### src/rtl/assert_macros.svh
// assertion macros shared by the deframer rtl
`ifndef ASSERT_MACROS_SVH
`define ASSERT_MACROS_SVH

// clocked check, off while reset is held
`define ASSERT_CLK(label, prop, msg) \
  label: assert property (@(posedge clk) disable iff (!rst_n) (prop)) else $error(msg);

// clocked check that also holds during reset
`define ASSERT_ALWAYS(label, prop, msg) \
  label: assert property (@(posedge clk) (prop)) else $error(msg);

`endif

### src/rtl/mqfd_pkg.sv
// package with widths, codes and types of the fixed header deframer
package mqfd_pkg;

  localparam int BYTE_W     = 8;
  localparam int LEN_W      = 28;
  localparam int MAXSZ_W    = 29;
  localparam int ROLE_W     = 2;
  localparam int ERR_W      = 2;
  localparam int CNT_W      = 3;
  localparam int CFG_IDX_W  = 8;
  localparam int CFG_DATA_W = 32;

  localparam int DEF_MAX_LENGTH_BYTES = 4;

  // byte roles
  localparam logic [ROLE_W-1:0] ROLE_COMMAND = 2'd0;
  localparam logic [ROLE_W-1:0] ROLE_LENGTH  = 2'd1;
  localparam logic [ROLE_W-1:0] ROLE_PAYLOAD = 2'd2;
  localparam logic [ROLE_W-1:0] ROLE_DISCARD = 2'd3;

  // error codes
  localparam logic [ERR_W-1:0] ERR_NONE     = 2'd0;
  localparam logic [ERR_W-1:0] ERR_LEN_LONG = 2'd1;
  localparam logic [ERR_W-1:0] ERR_CONNECT  = 2'd2;
  localparam logic [ERR_W-1:0] ERR_OVERSIZE = 2'd3;

  // register indexes
  localparam logic [CFG_IDX_W-1:0] REG_SIZE_LIMIT      = 8'd0;
  localparam logic [CFG_IDX_W-1:0] REG_REQUIRE_CONNECT = 8'd1;

  // upper nibble of a connect command
  localparam logic [3:0] CONNECT_NIBBLE = 4'h1;

  typedef struct packed {
    logic [MAXSZ_W-1:0] size_limit;
    logic               require_connect_first;
  } cfg_t;

  typedef struct packed {
    logic [ROLE_W-1:0] byte_role;
    logic [BYTE_W-1:0] data_out;
    logic [LEN_W-1:0]  payload_offset;
    logic [BYTE_W-1:0] command_out;
    logic [LEN_W-1:0]  length_out;
    logic              packet_end;
    logic [ERR_W-1:0]  error_code;
  } res_t;

endpackage

### src/rtl/mqfd_ifs.sv
// stream and configuration interfaces of the deframer

interface mqfd_in_if;
  logic                      valid;
  logic                      ready;
  logic [mqfd_pkg::BYTE_W-1:0] rx_byte;
  modport source (output valid, output rx_byte, input ready);
  modport sink (input valid, input rx_byte, output ready);
endinterface

interface mqfd_out_if;
  logic                        valid;
  logic                        ready;
  logic [mqfd_pkg::ROLE_W-1:0] byte_role;
  logic [mqfd_pkg::BYTE_W-1:0] data_out;
  logic [mqfd_pkg::LEN_W-1:0]  payload_offset;
  logic [mqfd_pkg::BYTE_W-1:0] command_out;
  logic [mqfd_pkg::LEN_W-1:0]  length_out;
  logic                        packet_end;
  logic [mqfd_pkg::ERR_W-1:0]  error_code;
  modport source (output valid, output byte_role, output data_out, output payload_offset,
                  output command_out, output length_out, output packet_end,
                  output error_code, input ready);
  modport sink (input valid, input byte_role, input data_out, input payload_offset,
                input command_out, input length_out, input packet_end,
                input error_code, output ready);
endinterface

interface mqfd_cfg_if;
  logic                            valid;
  logic                            ready;
  logic [mqfd_pkg::CFG_IDX_W-1:0]  index;
  logic [mqfd_pkg::CFG_DATA_W-1:0] data;
  modport source (output valid, output index, output data, input ready);
  modport sink (input valid, input index, input data, output ready);
endinterface

### src/rtl/mqtt_fixed_header_deframer.sv
// Fixed header deframer: splits a received byte stream into protocol packets.
// Channels: in_ch carries one received byte per word, out_ch one tagged result
// word per byte (role, byte, payload offset, command, length, end mark, error),
// cfg_ch writes the two registers (index 0 max packet size, 1 require connect).
// All three use valid/ready; a word moves when both are high.
// Pipeline: input register holds the byte, output register its result word.
// Throughput: one byte per cycle unless out_ch stalls, set by the combinational
// update of the framing state (length accumulate and compare, payload down
// count). Stall: when out_ch is not ready the output register holds its word,
// the input register fills, and in_ch.ready drops only when both are full.
// Reset (rst_n low, synchronous) clears both pipeline registers, the framing
// state, the sticky error and the registers (size check off, no connect rule).
// After an error every later byte comes out as discarded until reset.
// cfg_ch is always ready; the user must write registers only while the block is
// idle, as the block itself does not enforce it.
`include "assert_macros.svh"

module mqtt_fixed_header_deframer #(
  parameter int MAX_LENGTH_BYTES = mqfd_pkg::DEF_MAX_LENGTH_BYTES
) (
  input logic        clk,
  input logic        rst_n,
  mqfd_in_if.sink    in_ch,
  mqfd_out_if.source out_ch,
  mqfd_cfg_if.sink   cfg_ch
);

  mqfd_pkg::cfg_t              cfg;
  mqfd_pkg::res_t              res;
  mqfd_pkg::res_t              out_res_r;

  logic                        s1_valid_r, s1_valid_nxt;
  logic [mqfd_pkg::BYTE_W-1:0] s1_byte_r;
  logic                        out_valid_r, out_valid_nxt;
  logic                        in_take;
  logic                        advance;

  mqfd_cfg_regs u_cfg (
    .clk    (clk),
    .rst_n  (rst_n),
    .cfg_ch (cfg_ch),
    .cfg    (cfg)
  );

  mqfd_core #(
    .MAX_LENGTH_BYTES (MAX_LENGTH_BYTES)
  ) u_core (
    .clk     (clk),
    .rst_n   (rst_n),
    .cfg     (cfg),
    .step    (advance),
    .rx_byte (s1_byte_r),
    .res     (res)
  );

  // handshake: input register moves on when the output register is free
  assign advance     = s1_valid_r && (!out_valid_r || out_ch.ready);
  assign in_ch.ready = !s1_valid_r || advance;
  assign in_take     = in_ch.valid && in_ch.ready;

  always_comb begin
    s1_valid_nxt = s1_valid_r;
    if (in_take) begin
      s1_valid_nxt = 1'b1;
    end else if (advance) begin
      s1_valid_nxt = 1'b0;
    end
    out_valid_nxt = out_valid_r;
    if (advance) begin
      out_valid_nxt = 1'b1;
    end else if (out_ch.ready) begin
      out_valid_nxt = 1'b0;
    end
  end

  // valid flags
  always_ff @(posedge clk) begin
    if (!rst_n) begin
      s1_valid_r  <= 1'b0;
      out_valid_r <= 1'b0;
    end else begin
      s1_valid_r  <= s1_valid_nxt;
      out_valid_r <= out_valid_nxt;
    end
  end

  // payload registers
  always_ff @(posedge clk) begin
    if (in_take) begin
      s1_byte_r <= in_ch.rx_byte;
    end
    if (advance) begin
      out_res_r <= res;
    end
  end

  assign out_ch.valid          = out_valid_r;
  assign out_ch.byte_role      = out_res_r.byte_role;
  assign out_ch.data_out       = out_res_r.data_out;
  assign out_ch.payload_offset = out_res_r.payload_offset;
  assign out_ch.command_out    = out_res_r.command_out;
  assign out_ch.length_out     = out_res_r.length_out;
  assign out_ch.packet_end     = out_res_r.packet_end;
  assign out_ch.error_code     = out_res_r.error_code;

  // pipeline checks
  `ASSERT_CLK(a_in_stall, !in_ch.ready |-> (s1_valid_r && out_valid_r && !out_ch.ready), "input stalled with room in the pipeline")
  `ASSERT_CLK(a_advance_out, advance |=> out_valid_r, "decoded word not presented")

endmodule

### src/rtl/mqfd_cfg_regs.sv
// configuration registers of the deframer
module mqfd_cfg_regs (
  input  logic             clk,
  input  logic             rst_n,
  mqfd_cfg_if.sink         cfg_ch,
  output mqfd_pkg::cfg_t   cfg
);

  mqfd_pkg::cfg_t cfg_r;
  mqfd_pkg::cfg_t cfg_nxt;
  logic           wr_en;

  assign cfg_ch.ready = 1'b1;
  assign wr_en = cfg_ch.valid && cfg_ch.ready;

  // decode the write, unknown indexes are dropped
  always_comb begin
    cfg_nxt = cfg_r;
    if (wr_en) begin
      case (cfg_ch.index)
        mqfd_pkg::REG_SIZE_LIMIT: begin
          cfg_nxt.size_limit = cfg_ch.data[mqfd_pkg::MAXSZ_W-1:0];
        end
        mqfd_pkg::REG_REQUIRE_CONNECT: begin
          cfg_nxt.require_connect_first = cfg_ch.data[0];
        end
        default: begin
          cfg_nxt = cfg_r;
        end
      endcase
    end
  end

  always_ff @(posedge clk) begin
    if (!rst_n) begin
      cfg_r <= '0;
    end else begin
      cfg_r <= cfg_nxt;
    end
  end

  assign cfg = cfg_r;

endmodule

### src/rtl/mqfd_core.sv
// framing state and per-byte decode of the deframer
`include "assert_macros.svh"

module mqfd_core #(
  parameter int MAX_LENGTH_BYTES = mqfd_pkg::DEF_MAX_LENGTH_BYTES
) (
  input  logic                        clk,
  input  logic                        rst_n,
  input  mqfd_pkg::cfg_t              cfg,
  input  logic                        step,
  input  logic [mqfd_pkg::BYTE_W-1:0] rx_byte,
  output mqfd_pkg::res_t              res
);

  localparam logic [1:0] PH_COMMAND = 2'd0;
  localparam logic [1:0] PH_LENGTH  = 2'd1;
  localparam logic [1:0] PH_PAYLOAD = 2'd2;

  localparam logic [mqfd_pkg::CNT_W-1:0] CNT_MAX = mqfd_pkg::CNT_W'(MAX_LENGTH_BYTES);

  logic [1:0]                   phase_r, phase_nxt;
  logic [mqfd_pkg::BYTE_W-1:0]  command_r, command_nxt;
  logic [mqfd_pkg::LEN_W-1:0]   accum_r, accum_nxt;
  logic [mqfd_pkg::CNT_W-1:0]   count_r, count_nxt;
  logic [mqfd_pkg::LEN_W-1:0]   left_r, left_nxt;
  logic                         seen_r, seen_nxt;
  logic [mqfd_pkg::ERR_W-1:0]   err_r, err_nxt;

  logic [mqfd_pkg::CNT_W-1:0]   count_inc;
  logic [mqfd_pkg::LEN_W-1:0]   addend;
  logic [mqfd_pkg::LEN_W-1:0]   sum;
  logic [mqfd_pkg::MAXSZ_W-1:0] len_plus1;
  logic                         pkt_end;

  // place the 7 length bits of this byte at its group position
  always_comb begin
    case (count_r[1:0])
      2'd0:    addend = {21'b0, rx_byte[6:0]};
      2'd1:    addend = {14'b0, rx_byte[6:0], 7'b0};
      2'd2:    addend = {7'b0, rx_byte[6:0], 14'b0};
      default: addend = {rx_byte[6:0], 21'b0};
    endcase
  end

  assign count_inc = count_r + 3'd1;
  assign sum       = accum_r + addend;
  assign len_plus1 = {1'b0, sum} + 29'd1;

  // next state and result word for one byte
  always_comb begin
    phase_nxt   = phase_r;
    command_nxt = command_r;
    accum_nxt   = accum_r;
    count_nxt   = count_r;
    left_nxt    = left_r;
    seen_nxt    = seen_r;
    err_nxt     = err_r;
    pkt_end     = 1'b0;
    res.byte_role      = mqfd_pkg::ROLE_DISCARD;
    res.payload_offset = '0;

    if (err_r == mqfd_pkg::ERR_NONE) begin
      case (phase_r)
        PH_LENGTH: begin
          res.byte_role = mqfd_pkg::ROLE_LENGTH;
          count_nxt     = count_inc;
          if (count_inc > CNT_MAX || count_inc == '0) begin
            err_nxt = mqfd_pkg::ERR_LEN_LONG;
          end else begin
            accum_nxt = sum;
            if (!rx_byte[7]) begin
              if (cfg.size_limit != '0 && len_plus1 > cfg.size_limit) begin
                err_nxt = mqfd_pkg::ERR_OVERSIZE;
              end else if (sum == '0) begin
                pkt_end = 1'b1;
              end else begin
                left_nxt  = sum;
                phase_nxt = PH_PAYLOAD;
              end
            end
          end
        end
        PH_PAYLOAD: begin
          res.byte_role      = mqfd_pkg::ROLE_PAYLOAD;
          res.payload_offset = accum_r - left_r;
          left_nxt           = left_r - 28'd1;
          pkt_end            = (left_nxt == '0);
        end
        default: begin
          res.byte_role = mqfd_pkg::ROLE_COMMAND;
          command_nxt   = rx_byte;
          accum_nxt     = '0;
          count_nxt     = '0;
          left_nxt      = '0;
          if (cfg.require_connect_first && !seen_r &&
              rx_byte[7:4] != mqfd_pkg::CONNECT_NIBBLE) begin
            err_nxt = mqfd_pkg::ERR_CONNECT;
          end else begin
            seen_nxt  = 1'b1;
            phase_nxt = PH_LENGTH;
          end
        end
      endcase
    end

    res.data_out    = rx_byte;
    res.command_out = command_nxt;
    res.length_out  = accum_nxt;
    res.packet_end  = pkt_end;
    res.error_code  = err_nxt;

    // packet done, clear for the next command byte
    if (pkt_end) begin
      phase_nxt   = PH_COMMAND;
      command_nxt = '0;
      accum_nxt   = '0;
      count_nxt   = '0;
      left_nxt    = '0;
    end
  end

  always_ff @(posedge clk) begin
    if (!rst_n) begin
      phase_r   <= PH_COMMAND;
      command_r <= '0;
      accum_r   <= '0;
      count_r   <= '0;
      left_r    <= '0;
      seen_r    <= 1'b0;
      err_r     <= mqfd_pkg::ERR_NONE;
    end else if (step) begin
      phase_r   <= phase_nxt;
      command_r <= command_nxt;
      accum_r   <= accum_nxt;
      count_r   <= count_nxt;
      left_r    <= left_nxt;
      seen_r    <= seen_nxt;
      err_r     <= err_nxt;
    end
  end

  // checks on the framing state
  `ASSERT_CLK(a_err_sticky, err_r != mqfd_pkg::ERR_NONE |=> err_r == $past(err_r), "error moved")
  `ASSERT_CLK(a_payload_left, phase_r == PH_PAYLOAD |-> left_r != '0, "empty payload phase")
  `ASSERT_CLK(a_payload_err, phase_r == PH_PAYLOAD |-> err_r == mqfd_pkg::ERR_NONE, "payload err")
  `ASSERT_CLK(a_count_bound, err_r == mqfd_pkg::ERR_NONE |-> count_r <= CNT_MAX, "count past max")

endmodule

### src/flat_wrapper.sv
// flat-port wrapper written by rule: the top's interface ports become plain ports
module mqtt_fixed_header_deframer_flat 
#(
  parameter int MAX_LENGTH_BYTES = mqfd_pkg::DEF_MAX_LENGTH_BYTES
)
  (clk, rst_n, in_ch_valid, in_ch_rx_byte, in_ch_ready, out_ch_valid, out_ch_byte_role, out_ch_data_out, out_ch_payload_offset, out_ch_command_out, out_ch_length_out, out_ch_packet_end, out_ch_error_code, out_ch_ready, cfg_ch_valid, cfg_ch_index, cfg_ch_data, cfg_ch_ready);
  mqfd_in_if in_ch_i ();
  mqfd_out_if out_ch_i ();
  mqfd_cfg_if cfg_ch_i ();
  input logic clk;
  input logic rst_n;
  input wire logic [$bits(in_ch_i.valid)-1:0] in_ch_valid;
  input wire logic [$bits(in_ch_i.rx_byte)-1:0] in_ch_rx_byte;
  output wire logic [$bits(in_ch_i.ready)-1:0] in_ch_ready;
  output wire logic [$bits(out_ch_i.valid)-1:0] out_ch_valid;
  output wire logic [$bits(out_ch_i.byte_role)-1:0] out_ch_byte_role;
  output wire logic [$bits(out_ch_i.data_out)-1:0] out_ch_data_out;
  output wire logic [$bits(out_ch_i.payload_offset)-1:0] out_ch_payload_offset;
  output wire logic [$bits(out_ch_i.command_out)-1:0] out_ch_command_out;
  output wire logic [$bits(out_ch_i.length_out)-1:0] out_ch_length_out;
  output wire logic [$bits(out_ch_i.packet_end)-1:0] out_ch_packet_end;
  output wire logic [$bits(out_ch_i.error_code)-1:0] out_ch_error_code;
  input wire logic [$bits(out_ch_i.ready)-1:0] out_ch_ready;
  input wire logic [$bits(cfg_ch_i.valid)-1:0] cfg_ch_valid;
  input wire logic [$bits(cfg_ch_i.index)-1:0] cfg_ch_index;
  input wire logic [$bits(cfg_ch_i.data)-1:0] cfg_ch_data;
  output wire logic [$bits(cfg_ch_i.ready)-1:0] cfg_ch_ready;
  assign in_ch_i.valid = in_ch_valid;
  assign in_ch_i.rx_byte = in_ch_rx_byte;
  assign in_ch_ready = in_ch_i.ready;
  assign out_ch_valid = out_ch_i.valid;
  assign out_ch_byte_role = out_ch_i.byte_role;
  assign out_ch_data_out = out_ch_i.data_out;
  assign out_ch_payload_offset = out_ch_i.payload_offset;
  assign out_ch_command_out = out_ch_i.command_out;
  assign out_ch_length_out = out_ch_i.length_out;
  assign out_ch_packet_end = out_ch_i.packet_end;
  assign out_ch_error_code = out_ch_i.error_code;
  assign out_ch_i.ready = out_ch_ready;
  assign cfg_ch_i.valid = cfg_ch_valid;
  assign cfg_ch_i.index = cfg_ch_index;
  assign cfg_ch_i.data = cfg_ch_data;
  assign cfg_ch_ready = cfg_ch_i.ready;
  mqtt_fixed_header_deframer #(.MAX_LENGTH_BYTES(MAX_LENGTH_BYTES)) u_core (.clk(clk), .rst_n(rst_n), .in_ch(in_ch_i), .out_ch(out_ch_i), .cfg_ch(cfg_ch_i));
endmodule
### config.mk
export PLATFORM = sky130hd
export DESIGN_NAME = mqtt_fixed_header_deframer_flat
export DESIGN_NICKNAME = d
export VERILOG_FILES = /design/src/rtl/mqfd_pkg.sv /design/src/rtl/mqfd_ifs.sv /design/src/rtl/mqtt_fixed_header_deframer.sv /design/src/rtl/mqfd_cfg_regs.sv /design/src/rtl/mqfd_core.sv /design/src/flat_wrapper.sv
export VERILOG_INCLUDE_DIRS = /design/src /design/src/rtl
export SDC_FILE = /design/constraint.sdc
export NUM_CORES = 1
export LEC_CHECK = 0
export BUFFER_PORTS_ARGS = -buffer_cell sky130_fd_sc_hd__buf_2
export CAP_MARGIN = 20
export CORE_MARGIN = 8
export CORE_UTILIZATION = 61
export DETAILED_ROUTE_END_ITERATION = 10
export PLACE_DENSITY = 0.8
export SLEW_MARGIN = 20
export SYNTH_ARGS = -nofsm -noshare
export SYNTH_HDL_FRONTEND = slang
export SYNTH_SLANG_ARGS = --single-unit
### constraint.sdc
create_clock -name clk -period 9.54 [get_ports clk]
set_clock_uncertainty 0.15 [all_clocks]
set_input_delay 1.908 -clock clk [delete_from_list [all_inputs] [get_ports clk]]
set_output_delay 1.908 -clock clk [all_outputs]
set_load 0.05 [all_outputs]
Yosys cells after proc, flatten, opt, wreduce, memory -nomap -nowiden
Cells that the tools add are included.
{ "op_classes": {"n_addsub": 5, "magnitude_cmp": 2, "eq_ne": 12, "n_mux": 43, "bitwise": 2, "n_reduce_logical": 29} }
{ "op_table": {"columns": ["op", "count"], "rows": [
  ["$mux W28", 9],
  ["$pmux W28 S2", 2],
  ["$pmux W28 S3", 1],
  ["$logic_not A28 Y1", 2],
  ["$add A28 B1 Y29 const B", 1],
  ["$gt A29 B29 Y1", 1],
  ["$reduce_bool A29 Y1", 1],
  ["$add A28 B28 Y28", 1],
  ["$sub A28 B1 Y28 const B", 1],
  ["$sub A28 B28 Y28", 1],
  ["$mux W2", 12],
  ["$mux W8", 3],
  ["$ne A3 B3 Y1 const B", 4],
  ["$pmux W2 S2", 3],
  ["$mux W1", 9],
  ["$eq A8 B1 Y1 const B", 1],
  ["$logic_not A8 Y1", 1],
  ["$reduce_and A8 Y1", 1],
  ["$mux W3", 2],
  ["$pmux W3 S2", 1],
  ["$reduce_and A2 Y1", 3],
  ["$reduce_and A6 Y1", 1],
  ["$reduce_bool A2 Y1", 3],
  ["$logic_and A1 B1 Y1", 5],
  ["other kinds (16)", 24]
]} }
{ "totals": {"ff_bits": 189, "input_bits": 53, "output_inout_bits": 80, "word_cells": 112} }

Logic depth before layout (Yosys ltp)
Gate-level depths: netlist (run 1).
{ "logic_depth": {"depth_word": 13, "mapped_depth": 31, "depth_no_buf": 27} }

Hierarchy
Synthesis (run 1) repeated with hierarchy kept, for this count alone.
{ "hier_totals": {"hier_cells": 1510, "hier_area_um2": 13180.1} }
{ "modules_own_cells": {"columns": ["module", "n_inst", "cells_per_inst", "area_per_inst_um2", "seq_area_each_um2"], "rows": [
  ["mqfd_core", 1, 1280, 9290.2, 1441.4],
  ["mqtt_fixed_header_deframer", 1, 94, 2656.3, 2592.5],
  ["mqfd_cfg_regs", 1, 136, 1233.7, 600.6]
]} }

Least setup slack after synthesis (run 1)
No wires, ideal clock.
{ "synth_path": {"path_kind": "register to register", "start": "register u_core.u_core.count_r[0] in the netlist's numbering", "end": "register u_core.u_core.count_r[0] in the netlist's numbering", "setup_time_ps": 70, "t_arrival_ps": 6492, "required_ps": 9320, "setup_slack_ps": 2828, "path_stages_with_launch": 26, "n_path_buf": 1, "synth_period_minus_slack_ps": 6712, "cell_sequence": "dfxtp_1 ha_1 clkbuf_1 nor2b_1 and2_1 ha_1 fa_1 a21oi_1 o21ai_1 a21o_1 a211oi_1 and2_0 and3_1 nand4_1 or3_1 nor4_1 xor2_1 ha_1 nand4_1 nor4_1 a41oi_1 a211o_1 nor4_2 a21oi_2 or4b_1 a21oi_1"} }
{ "synth_via": {"elab_chain_cells": 13, "elab_cells_between_ends": 25, "classes_between": "add/sub: 3; order compare: 2; eq/ne: 3; mux: 10; reduce/logical: 7"} }
{ "synth_rtl": {"columns": ["item", "line_no", "text"], "rows": [
  ["start, declared", "mqfd_core.sv:24", "logic [mqfd_pkg::CNT_W-1:0] count_r, count_nxt;"],
  ["start signal, assigned", "mqfd_core.sv:135", "count_r <= count_nxt;"],
  ["$eq A2 B2 Y1, or another cell as far along", "mqfd_core.sv:37", "case (count_r[1:0])"],
  ["$pmux W28 S3", "mqfd_core.sv:37", null],
  ["$add A28 B28 Y28", "mqfd_core.sv:46", "assign sum = accum_r + addend;"],
  ["$add A28 B1 Y29", "mqfd_core.sv:47", "assign len_plus1 = {1'b0, sum} + 29'd1;"],
  ["$gt A29 B29 Y1", "mqfd_core.sv:72", "if (cfg.size_limit != '0 && len_plus1 > cfg.size_limit) begin"],
  ["$logic_and A1 B1 Y1", "mqfd_core.sv:72", null],
  ["$mux W1", "mqfd_core.sv:72", null],
  ["$mux W1", "mqfd_core.sv:71", "if (!rx_byte[7]) begin"],
  ["$mux W1", "mqfd_core.sv:67", "if (count_inc > CNT_MAX || count_inc == '0) begin"],
  ["$pmux W1 S2", "mqfd_core.sv:63", "case (phase_r)"],
  ["$mux W1", "mqfd_core.sv:62", "if (err_r == mqfd_pkg::ERR_NONE) begin"],
  ["$ne A2 B2 Y1 (no line) / $reduce_bool A2 Y1 (equally long branches)", null, null],
  ["$reduce_and A3 Y1 (no line)", null, null]
]} }
Several ways; a longest one is shown, not always the timed one. The select of a mux whose other input is x is not followed.
A chain may end at the register's enable or synchronous reset.

Worst setup path in the final report (run 1)
{ "layout_path": {"start": "register u_core.u_core.count_r[0] in the netlist's numbering", "end": "register u_core.u_core.left_r[20] in the netlist's numbering"} }
{ "layout_via": {"elab_chain_cells": 13, "elab_cells_between_ends": 32, "classes_between": "add/sub: 3; order compare: 2; eq/ne: 6; mux: 14; reduce/logical: 7"} }
{ "layout_rtl": {"columns": ["item", "line_no", "text"], "rows": [
  ["$eq A2 B2 Y1, or another cell as far along", "mqfd_core.sv:37", null],
  ["$pmux W28 S3", "mqfd_core.sv:37", null],
  ["$add A28 B28 Y28", "mqfd_core.sv:46", null],
  ["$add A28 B1 Y29", "mqfd_core.sv:47", null],
  ["$gt A29 B29 Y1", "mqfd_core.sv:72", null],
  ["$logic_and A1 B1 Y1", "mqfd_core.sv:72", null],
  ["$mux W1", "mqfd_core.sv:72", null],
  ["$mux W1", "mqfd_core.sv:71", null],
  ["$mux W1", "mqfd_core.sv:67", null],
  ["$pmux W1 S2", "mqfd_core.sv:63", null],
  ["$mux W1", "mqfd_core.sv:62", null],
  ["$ne A3 B3 Y1 (no line) / $reduce_bool A2 Y1 (equally long branches)", null, null],
  ["$reduce_and A6 Y1 (no line)", null, null],
  ["end signal, assigned", "mqfd_core.sv:136", "left_r <= left_nxt;"],
  ["end, declared", "mqfd_core.sv:25", "logic [mqfd_pkg::LEN_W-1:0] left_r, left_nxt;"]
]} }
Several ways; a longest one is shown, not always the timed one. The select of a mux whose other input is x is not followed.

==> results of run 1 <==
==> worst paths after layout <==
| check | start | end | slack (ps) |
|---|---|---|---|
| worst max-delay path | u_core.u_core.count_r[0]$_SDFFE_PN0P_ | u_core.u_core.left_r[20]$_SDFFE_PN0P_ | 560 |
| worst min-delay path | u_core.u_core.command_r[6]$_SDFFE_PN0P_ | u_core.u_core.command_r[6]$_SDFFE_PN0P_ | 300 |
| worst max register to register | u_core.u_core.count_r[0]$_SDFFE_PN0P_ | u_core.u_core.left_r[20]$_SDFFE_PN0P_ | 560 |
| worst min register to register | u_core.u_core.command_r[6]$_SDFFE_PN0P_ | u_core.u_core.command_r[6]$_SDFFE_PN0P_ | 300 |
==> placed cells by master (no fill, tap or decap), drive strengths merged, types with 62 or more instances in the layout <==
cell type	n
nand2	177
buf	148
a21oi	132
dfxtp	104
ha	94
inv	94
edfxtp	85
nor2	82
nand3	77
xnor2	62
==> kinds of logic after synthesis <==
group	share of synthesized area
XOR/XNOR	0.05687
other	0.0002865
flip-flops	0.3540
AO/OA/AOI/OAI	0.2092
multiplexers	0.01004
AND/OR/NAND/NOR	0.2293
buffers and inverters	0.04731
adder cells (fa/ha/maj)	0.09291
==> power by group <==
part / internal, mW / switching [mW] / total (mW)
combinational: 0.0990 / 0.206 / 0.305
clock: 0.368 / 0.349 / 0.718
sequential: 0.868 / 0.0140 / 0.881
total: 1.34 / 0.570 / 1.90
==> flip-flops by register name (all words and copies together) (netlist names), 2 cells and up <==
signal                        count
u_core.u_core.left_r             28
u_core.out_ch.command_out         8
u_core.u_core.command_r           8
u_core.s1_byte_r                  8
u_core.out_ch.data_out            8
u_core.u_cfg.cfg                 30
u_core.u_core.phase_r             2
u_core.u_core.count_r             3
u_core.out_ch.payload_offset     28
u_core.out_ch.length_out         28
u_core.out_ch.error_code          2
u_core.u_core.accum_r            28
u_core.out_ch.byte_role           2
u_core.u_core.err_r               2
==> metrics by stage <==
| stage | setup WS, ps | instance area, um2 | cells |
|---|---|---|---|
| final | 558.4 | 14520 | 1902 |
| after global routing | 216.9 | 14520 | 1902 |
| after CTS | 920.4 | 14520 | 1902 |
| after detailed placement | 1024 | 13930 | 1870 |
| after global placement | 1175 | 13930 | 1870 |
| after floorplan | 2828 | 13090 | 1517 |
==> tightest hold or removal path, delay by kind of cell (launching register included) <==
family | cells | cell delay [ps]
AO/OA/AOI/OAI | 1 | 50
AND/OR/NAND/NOR | 1 | 50
flip-flops | 1 | 310
==> metal layers <==
metal | vias up | share of wire
met4 | 0 | 0.042
met5 | - | 0
met1 | 5723 | 0.42
met3 | 109 | 0.097
met2 | 654 | 0.44
li1 | 5776 | -
==> layout make-up <==
class,count,area share
multi-input combinational,1172,0.5401
tap,275,0.02370
clock buffer,20,0.03224
inverter,86,0.02241
timing repair buffer,148,0.05447
sequential,189,0.3193
clock inverter,12,0.007843
==> impl_metrics.env, run 1 <==
export IMPL_core_mm2=0.02102
export IMPL_hold_violations=0
export IMPL_seq_area_mm2=0.004634
export IMPL_first_pass_iters=6
export IMPL_ys_top_cells_by_count="nand2_1 (177), a21oi_1 (130), dfxtp_1 (104), ha_1 (94), inv_1 (86)"
export IMPL_wl_mm=39.14
export IMPL_crit_type="flop to flop"
export IMPL_viasPerCell=6.447
export IMPL_hpwl_mm=28.98
export IMPL_layout_worst_path_cycle_share=0.9415
export IMPL_grt_max_degree=75
export IMPL_die_h_um=162.5
export IMPL_setup_violations_final=0
export IMPL_crit_cells=25
export IMPL_synth_edf_count=85
export IMPL_netlist_top_cells_area="edfxtp_1 (19%), dfxtp_1 (16%), ha_1 (9.0%)"
export IMPL_die_w_um=162.5
export IMPL_initial_utilization=0.6227
export IMPL_synth_most_common_cell="nand2_1"
export IMPL_rsz0062_at_grt="no"
export IMPL_post_cts_buffers=0
export IMPL_worst_path_buf_inv=0
export IMPL_holdCritPathClass="flop to flop"
export IMPL_peakVddDrop_mv=0.1085
export IMPL_yosysWarnings=0
export IMPL_synth_area_leader_cell="edfxtp_1"
export IMPL_drive_gt1_frac=0.1389
export IMPL_use_met1=0.3932
export IMPL_synth_area_mm2=0.01309
export IMPL_yosysSeqAreaShare=0.3540
export IMPL_path_delay_family="simple AND/OR/NAND/NOR gates"
export IMPL_clk_pin_slew_ps=70
export IMPL_grt_pass1_wl_mm=60.75
export IMPL_cp_end_kind="flop"
export IMPL_avgRoutedWirePerCell_um=20.58
export IMPL_r2r_cells=25
export IMPL_grt_busiest_layer="met2"
export IMPL_fmax_mhz=111.3
export IMPL_status="completed"
export IMPL_synth_fp_nets=1666
export IMPL_antenna_found_initial=0
export IMPL_holdPathStages=2
export IMPL_htree_num_levels=4
export IMPL_postRouteAntennaNets=0
export IMPL_n_antenna_cell=0
export IMPL_crit_fanout=25
export IMPL_multi_input_area_mm2=0.007840
export IMPL_place_gp_congestion=0.9702
export IMPL_syn_inst=1517
export IMPL_yosysUniqueCellTypes=98
export IMPL_cts_tree="built"
export IMPL_final_min_clock_period_ps=8982
export IMPL_synthToLayoutAreaGrowth_pct=10.90
export IMPL_max_slew_worst_pin_slew_ps=1069
export IMPL_drv_slew=0
export IMPL_dieArea_mm2=0.02640
export IMPL_nets=1763
export IMPL_port_buffers=128
export IMPL_cts_resized=0
export IMPL_met3_usage=0.05511
export IMPL_cts_sinks=189
export IMPL_cts_buffers=17
export IMPL_core_rowCount=53
export IMPL_p_per_area_mw_per_mm2=131.2
export IMPL_max_stage_delay_ps=800
export IMPL_fin_tns_setup_ps=0
export IMPL_synth_avg_cell_area_um2=8.629
export IMPL_ctsHoldBuffers=0
export IMPL_fin_util=0.6906
export IMPL_remaining_drc_errors=0
export IMPL_n_fill_cell=1734
export IMPL_whs_ps=300.4
export IMPL_clockBufferDepth=2
export IMPL_critPathLaunchType="flop"
export IMPL_synthArstFlopShare=0
export IMPL_max_slew_margin=0.2822
export IMPL_timing_max_cap_violations=0
export IMPL_clk_latency_ps=440
export IMPL_ys_flop_type="dfxtp_1"
export IMPL_arrival_ps=9180
export IMPL_first_iter_violations=1227
export IMPL_vias=12260
export IMPL_synth_top_area_share=0.1950
export IMPL_ctsRootBufferMaster="clkbuf_16"
export IMPL_grt_total_usage=0.2866
export IMPL_cpMaxStageDelayCell="nor4_1"
export IMPL_use_met2=0.4301
export IMPL_ys_ff_latch=189
export IMPL_totalPowerFinal_mw=1.905
export IMPL_cp_required_ps=9740
export IMPL_pin_count=133
export IMPL_grt_pass1_vias=11270
export IMPL_leakage_nw=5.711
export IMPL_overflow=0
Note: power is estimated with default switching activity, not from simulation.
==> run 2: changes to the inputs <==
Settings changed: CORE_ASPECT_RATIO set to 1.5, CORE_MARGIN 8 to unset.
==> run 2 against run 1 <==
Compared with the run above: clock power is essentially flat; fmax grew 0.43%; sequential power is essentially flat; register-to-register slack gained 40 ps; combinational power is essentially flat; setup slack gained 39 ps; cell count shrank 0.42%; core utilization shrank 0.17 points; worst hold slack gained 5.3 ps; critical endpoint is now u_core.u_core.left_r[4]$_SDFFE_PN0P_; largest power group unchanged; highest routed layer unchanged.
==> impl_metrics.env, run 2 (same netlist as run 1, synthesis figures left out) <==
export IMPL_peakVddDrop_mv=0.1343
export IMPL_clk_pin_slew_ps=70
export IMPL_first_iter_violations=944
export IMPL_p_per_area_mw_per_mm2=131.4
export IMPL_ctsRootBufferMaster="clkbuf_16"
export IMPL_totalPowerFinal_mw=1.907
export IMPL_core_rowCount=65
export IMPL_port_buffers=128
export IMPL_drive_gt1_frac=0.1402
export IMPL_viasPerCell=6.474
export IMPL_r2r_start="u_core.u_core.count_r[0]$_SDFFE_PN0P_"
export IMPL_hpwl_mm=29.00
export IMPL_grt_pass1_vias=11690
export IMPL_holdCritPathClass="flop to flop"
export IMPL_mostFrequentLayoutCells="nand2_1 (177), a21oi_1 (130), buf_2 (128), dfxtp_1 (104), ha_1 (94)"
export IMPL_setup_violations_final=0
export IMPL_remaining_drc_errors=0
export IMPL_clockBufferDepth=2
export IMPL_crit_type="flop to flop"
export IMPL_antenna_found_initial=0
export IMPL_core_mm2=0.02106
export IMPL_pin_count=133
export IMPL_postRouteAntennaNets=0
export IMPL_die_w_um=121.6
export IMPL_holdPathEnd="u_core.u_core.command_r[5]$_SDFFE_PN0P_"
export IMPL_avgRoutedWirePerCell_um=20.07
export IMPL_r2r_slack_ps=600
export IMPL_ctsHoldBuffers=0
export IMPL_layout_worst_path_cycle_share=0.9374
export IMPL_hold_start="u_core.u_core.command_r[5]$_SDFFE_PN0P_"
export IMPL_max_slew_margin=0.2024
export IMPL_crit_fanout=31
export IMPL_final_min_clock_period_ps=8943
export IMPL_grt_pass1_wl_mm=60.00
export IMPL_cp_end_kind="flop"
export IMPL_clk_latency_ps=450
export IMPL_drv_slew=0
export IMPL_hold_violations=0
export IMPL_max_slew_worst_pin_slew_ps=1189
export IMPL_vias=12260
export IMPL_die_h_um=181.4
export IMPL_status="completed"
export IMPL_cts_sinks=189
export IMPL_layout_commonest_cell="nand2_1"
export IMPL_grt_max_degree=75
export IMPL_place_gp_congestion=0.9387
export IMPL_fin_tns_setup_ps=0
export IMPL_synthToLayoutAreaGrowth_pct=10.85
export IMPL_r2r_cells=24
export IMPL_post_cts_buffers=0
export IMPL_nets=1762
export IMPL_htree_num_levels=4
export IMPL_fmax_mhz=111.8
export IMPL_cts_tree="built"
export IMPL_n_antenna_cell=0
export IMPL_cts_buffers=17
export IMPL_cp_required_ps=9750
export IMPL_critPathLaunchType="flop"
export IMPL_cts_resized=0
export IMPL_rsz0062_at_grt="no"
export IMPL_first_pass_iters=7
export IMPL_dieArea_mm2=0.02206
export IMPL_leakage_nw=5.710
export IMPL_wl_mm=38.01
export IMPL_timing_max_cap_violations=0
export IMPL_grt_total_usage=0.3520
export IMPL_largest_register_ffs=30
export IMPL_overflow=0
export IMPL_holdPathStages=2
export IMPL_arrival_ps=9160
export IMPL_r2r_end="u_core.u_core.left_r[4]$_SDFFE_PN0P_"
export IMPL_initial_utilization=0.6214
run 2: worst max path at each step:
stage,slack (ps),start,to,cells after the start
floorplan,2830,u_core.u_core.count_r[0]$_SDFFE_PN0P_,u_core.u_core.count_r[0]$_SDFFE_PN0P_,25
global route,60,u_core.u_core.count_r[0]$_SDFFE_PN0P_,u_core.u_core.left_r[27]$_SDFFE_PN0P_,24
global placement,1050,u_core.u_core.count_r[0]$_SDFFE_PN0P_,u_core.u_core.left_r[1]$_SDFFE_PN0P_,24
finish,600,u_core.u_core.count_r[0]$_SDFFE_PN0P_,u_core.u_core.left_r[4]$_SDFFE_PN0P_,24
detailed placement,820,u_core.u_core.count_r[0]$_SDFFE_PN0P_,u_core.u_core.left_r[27]$_SDFFE_PN0P_,24
CTS,780,u_core.u_core.count_r[0]$_SDFFE_PN0P_,u_core.u_core.left_r[4]$_SDFFE_PN0P_,24
run 2: final cells by class:
cell class	instances	area, um2
clock buffers	18	439.2
clock inverters	14	147.6
fillers	1744	6554
inverters	86	325.3
multi-input cells	1172	7845
flip-flops and latches	189	4634
well taps	268	335.3
repair buffers	147	783.3
run 2: routing by layer:
metal	vias to the layer above	share of wire	global-route usage
li1	5770	-	-
met1	5749	0.37	0.4016
met2	590	0.49	0.6005
met3	152	0.069	0.05402
met4	0	0.066	0.2336
met5	-	0	0
run 2: worst max-delay path: stages (launching register included):
cell and delay [ps]:
dfxtp_1 370, ha_1 350, nor2b_1 460, and2_1 210, ha_1 340, o21ai_0 120, a21boi_0 620, a2111oi_4 210
o31ai_1 550, xor2_1 570, nand4_1 330, or3_1 440, nor4_1 330, xor2_1 120, ha_1 330, nand4_1 190
nor4_1 550, o221a_2 290, o41ai_1 100, nand4_1 220, a211o_1 300, nor4_2 120, a21oi_4 780, nand3_4 490
o2bb2ai_1 300
run 2: where the power goes:
part | internal (mW) | total, mW | leakage [nW] | switching [mW]
Sequential | 0.868 | 0.880 | 1.67 | 0.0126
Combinational | 0.0994 | 0.306 | 3.76 | 0.207
Clock | 0.377 | 0.720 | 0.286 | 0.343
run 2: metrics by stage:
stage               cell area (um2)  worst slack, ps  instances  hold slack [ps]    util
finish                        14510            597.1       1894            305.8  0.6889
global route                  14510            57.93       1894            329.3  0.6889
CTS                           14510            782.2       1894            305.1  0.6889
detailed placement            13920            818.9       1862            295.4  0.6610
global placement              13920             1047       1862            285.2  0.6610
floorplan                     13090             2828       1517            279.5       -
==> run 3: changes to the inputs <==
==> constraint.sdc (replaced) <==
create_clock -name clk -period 9.54 [get_ports clk]
set_clock_uncertainty 0.15 [all_clocks]
set_input_delay 0.477 -clock clk [delete_from_list [all_inputs] [get_ports clk]]
set_output_delay 0.477 -clock clk [all_outputs]
set_load 0.05 [all_outputs]
==> run 3 against run 2 <==
Compared with the run above: non-clock buffer count is 2 lower; total power increased by 1.6%; clock power is 3.9% higher; core utilization barely moved.
==> impl_metrics.env, run 3 (same netlist as run 1, synthesis figures left out) <==
export IMPL_dp_cells=1860
export IMPL_pin_count=133
export IMPL_clk_pin_slew_ps=80
export IMPL_place_ws_ps=892.5
export IMPL_vias=12270
export IMPL_cts_sinks=189
export IMPL_fin_ws_ps=769.9
export IMPL_initial_utilization=0.6214
export IMPL_max_slew_margin=0.2003
export IMPL_power_frac_seq=0.455
export IMPL_leakage_nw=5.706
export IMPL_nets=1760
export IMPL_die_w_um=121.6
export IMPL_htree_num_levels=4
export IMPL_cts_buffers=17
export IMPL_n_antenna_cell=0
export IMPL_ctsRootBufferMaster="clkbuf_16"
export IMPL_avgRoutedWirePerCell_um=20.31
export IMPL_cpMaxStageDelayCell="a21oi_4"
export IMPL_peakVddDrop_mv=0.1076
export IMPL_die_h_um=181.4
export IMPL_cts_resized=0
export IMPL_critPathLaunchType="flop"
export IMPL_holdCritPathClass="primary input to flop"
export IMPL_p_comb_frac=0.159
export IMPL_netSwitchingFraction=0.2954
export IMPL_antenna_found_initial=0
export IMPL_hpwl_mm=29.13
export IMPL_hold_violations=0
export IMPL_wl_mm=38.43
export IMPL_instances_no_fill=1892
export IMPL_cts_tree="built"
export IMPL_overflow=0
export IMPL_clock_power_share=0.386
export IMPL_core_mm2=0.02106
export IMPL_cp_required_ps=9760
export IMPL_place_gp_congestion=0.9427
export IMPL_remaining_drc_errors=0
export IMPL_first_pass_iters=7
export IMPL_max_slew_worst_pin_slew_ps=1192
export IMPL_p_sw_uw=571.9
export IMPL_grt_total_usage=0.3539
export IMPL_mostFrequentLayoutCells="nand2_1 (177), a21oi_1 (130), buf_2 (128), dfxtp_1 (104), ha_1 (94)"
export IMPL_grt_pass1_wl_mm=60.43
export IMPL_post_cts_buffers=0
export IMPL_p_per_area_mw_per_mm2=133.4
export IMPL_fin_tns_setup_ps=0
export IMPL_fin_util=0.6890
export IMPL_crit_type="flop to flop"
export IMPL_synthToLayoutAreaGrowth_pct=10.87
export IMPL_fmax_mhz=114.0
export IMPL_rsz0062_at_grt="no"
export IMPL_largest_register_ffs=30
export IMPL_totalPowerFinal_mw=1.936
export IMPL_ctsHoldBuffers=0
export IMPL_viasPerCell=6.483
export IMPL_dieArea_mm2=0.02206
export IMPL_core_rowCount=65
export IMPL_crit_fanout=33
export IMPL_clk_latency_ps=460
export IMPL_drv_slew=0
export IMPL_timing_max_cap_violations=0
export IMPL_cp_end_kind="flop"
export IMPL_layout_worst_path_cycle_share=0.9193
export IMPL_layout_commonest_cell="nand2_1"
export IMPL_drive_gt1_frac=0.1385
export IMPL_grt_pass1_vias=11830
export IMPL_internal_power_mw=1.364
export IMPL_max_stage_delay_ps=630
export IMPL_setup_violations_final=0
export IMPL_clockBufferDepth=2
export IMPL_status="completed"
export IMPL_grt_max_degree=75
export IMPL_port_buffers=128
export IMPL_postRouteAntennaNets=0
export IMPL_first_iter_violations=959
export IMPL_arrival_ps=8990
export IMPL_final_min_clock_period_ps=8770
run 3: cell count changes in the layout (fill, tap and decap cells not counted), sizes merged:
cell,previous run,this run
buf,147,145
clkbuf,18,17
inv,94,93
bufinv,1,2
clkinv,3,4
run 3: stage by stage:
step | cell area [um2] | hold WS [ps]
after floorplan | 13090 | 279.5
after global placement | 13910 | 285.0
after detailed placement | 13910 | 295.3
after CTS | 14510 | 37.66
after global routing | 14510 | 44.62
final | 14510 | 47.08
run 3: power groups by stage:
stage | sequential [mW] | clock (mW) | combinational [mW]
4_1_cts | 0.880 | 0.747 | 0.303
3_5_place_dp | 0.899 | 0 | 0.300
3_3_place_gp | 0.898 | 0 | 0.295
5_1_grt | 0.883 | 0.774 | 0.328
2_1_floorplan | 0.944 | 0 | 0.176
6_report | 0.881 | 0.748 | 0.307
run 3: layer usage:
| layer | track usage | vias up | share of wire |
|---|---|---|---|
| li1 | - | 5771 | - |
| met3 | 0.05339 | 161 | 0.067 |
| met2 | 0.6218 | 574 | 0.51 |
| met4 | 0.2227 | 0 | 0.063 |
| met1 | 0.3932 | 5759 | 0.36 |
| met5 | 0 | - | 0 |
run 3: layout make-up:
class	instances	area, um2
tap	268	335.3
fill	1748	6551
sequential	189	4634
multi-input combinational	1172	7845
timing repair buffer	145	768.2
inverter	86	325.3
clock inverter	15	178.9
clock buffer	17	425.4
run 3: critical path, delay by kind of cell, from the launching register on:
family | cells | cell delay, ps
AOI/OAI and AO/OA | 10 | 2880
xor gates and xnor gates | 1 | 120
adders and majority gates | 4 | 1390
buffers and inverters | 1 | 500
DFF | 1 | 430
and+or+nand+nor | 11 | 3170
run 3: worst paths after layout:
path                                             end                                     from  cells past startpoint  slack, ps
max             u_core.u_core.left_r[9]$_SDFFE_PN0P_    u_core.u_core.count_r[0]$_SDFFE_PN0P_                     27        770
min                    u_core.s1_byte_r[0]$_DFFE_PP_                         in_ch_rx_byte[0]                      1         50
max reg2reg     u_core.u_core.left_r[9]$_SDFFE_PN0P_    u_core.u_core.count_r[0]$_SDFFE_PN0P_                     27        770
min reg2reg  u_core.u_core.command_r[5]$_SDFFE_PN0P_  u_core.u_core.command_r[5]$_SDFFE_PN0P_                      2        310
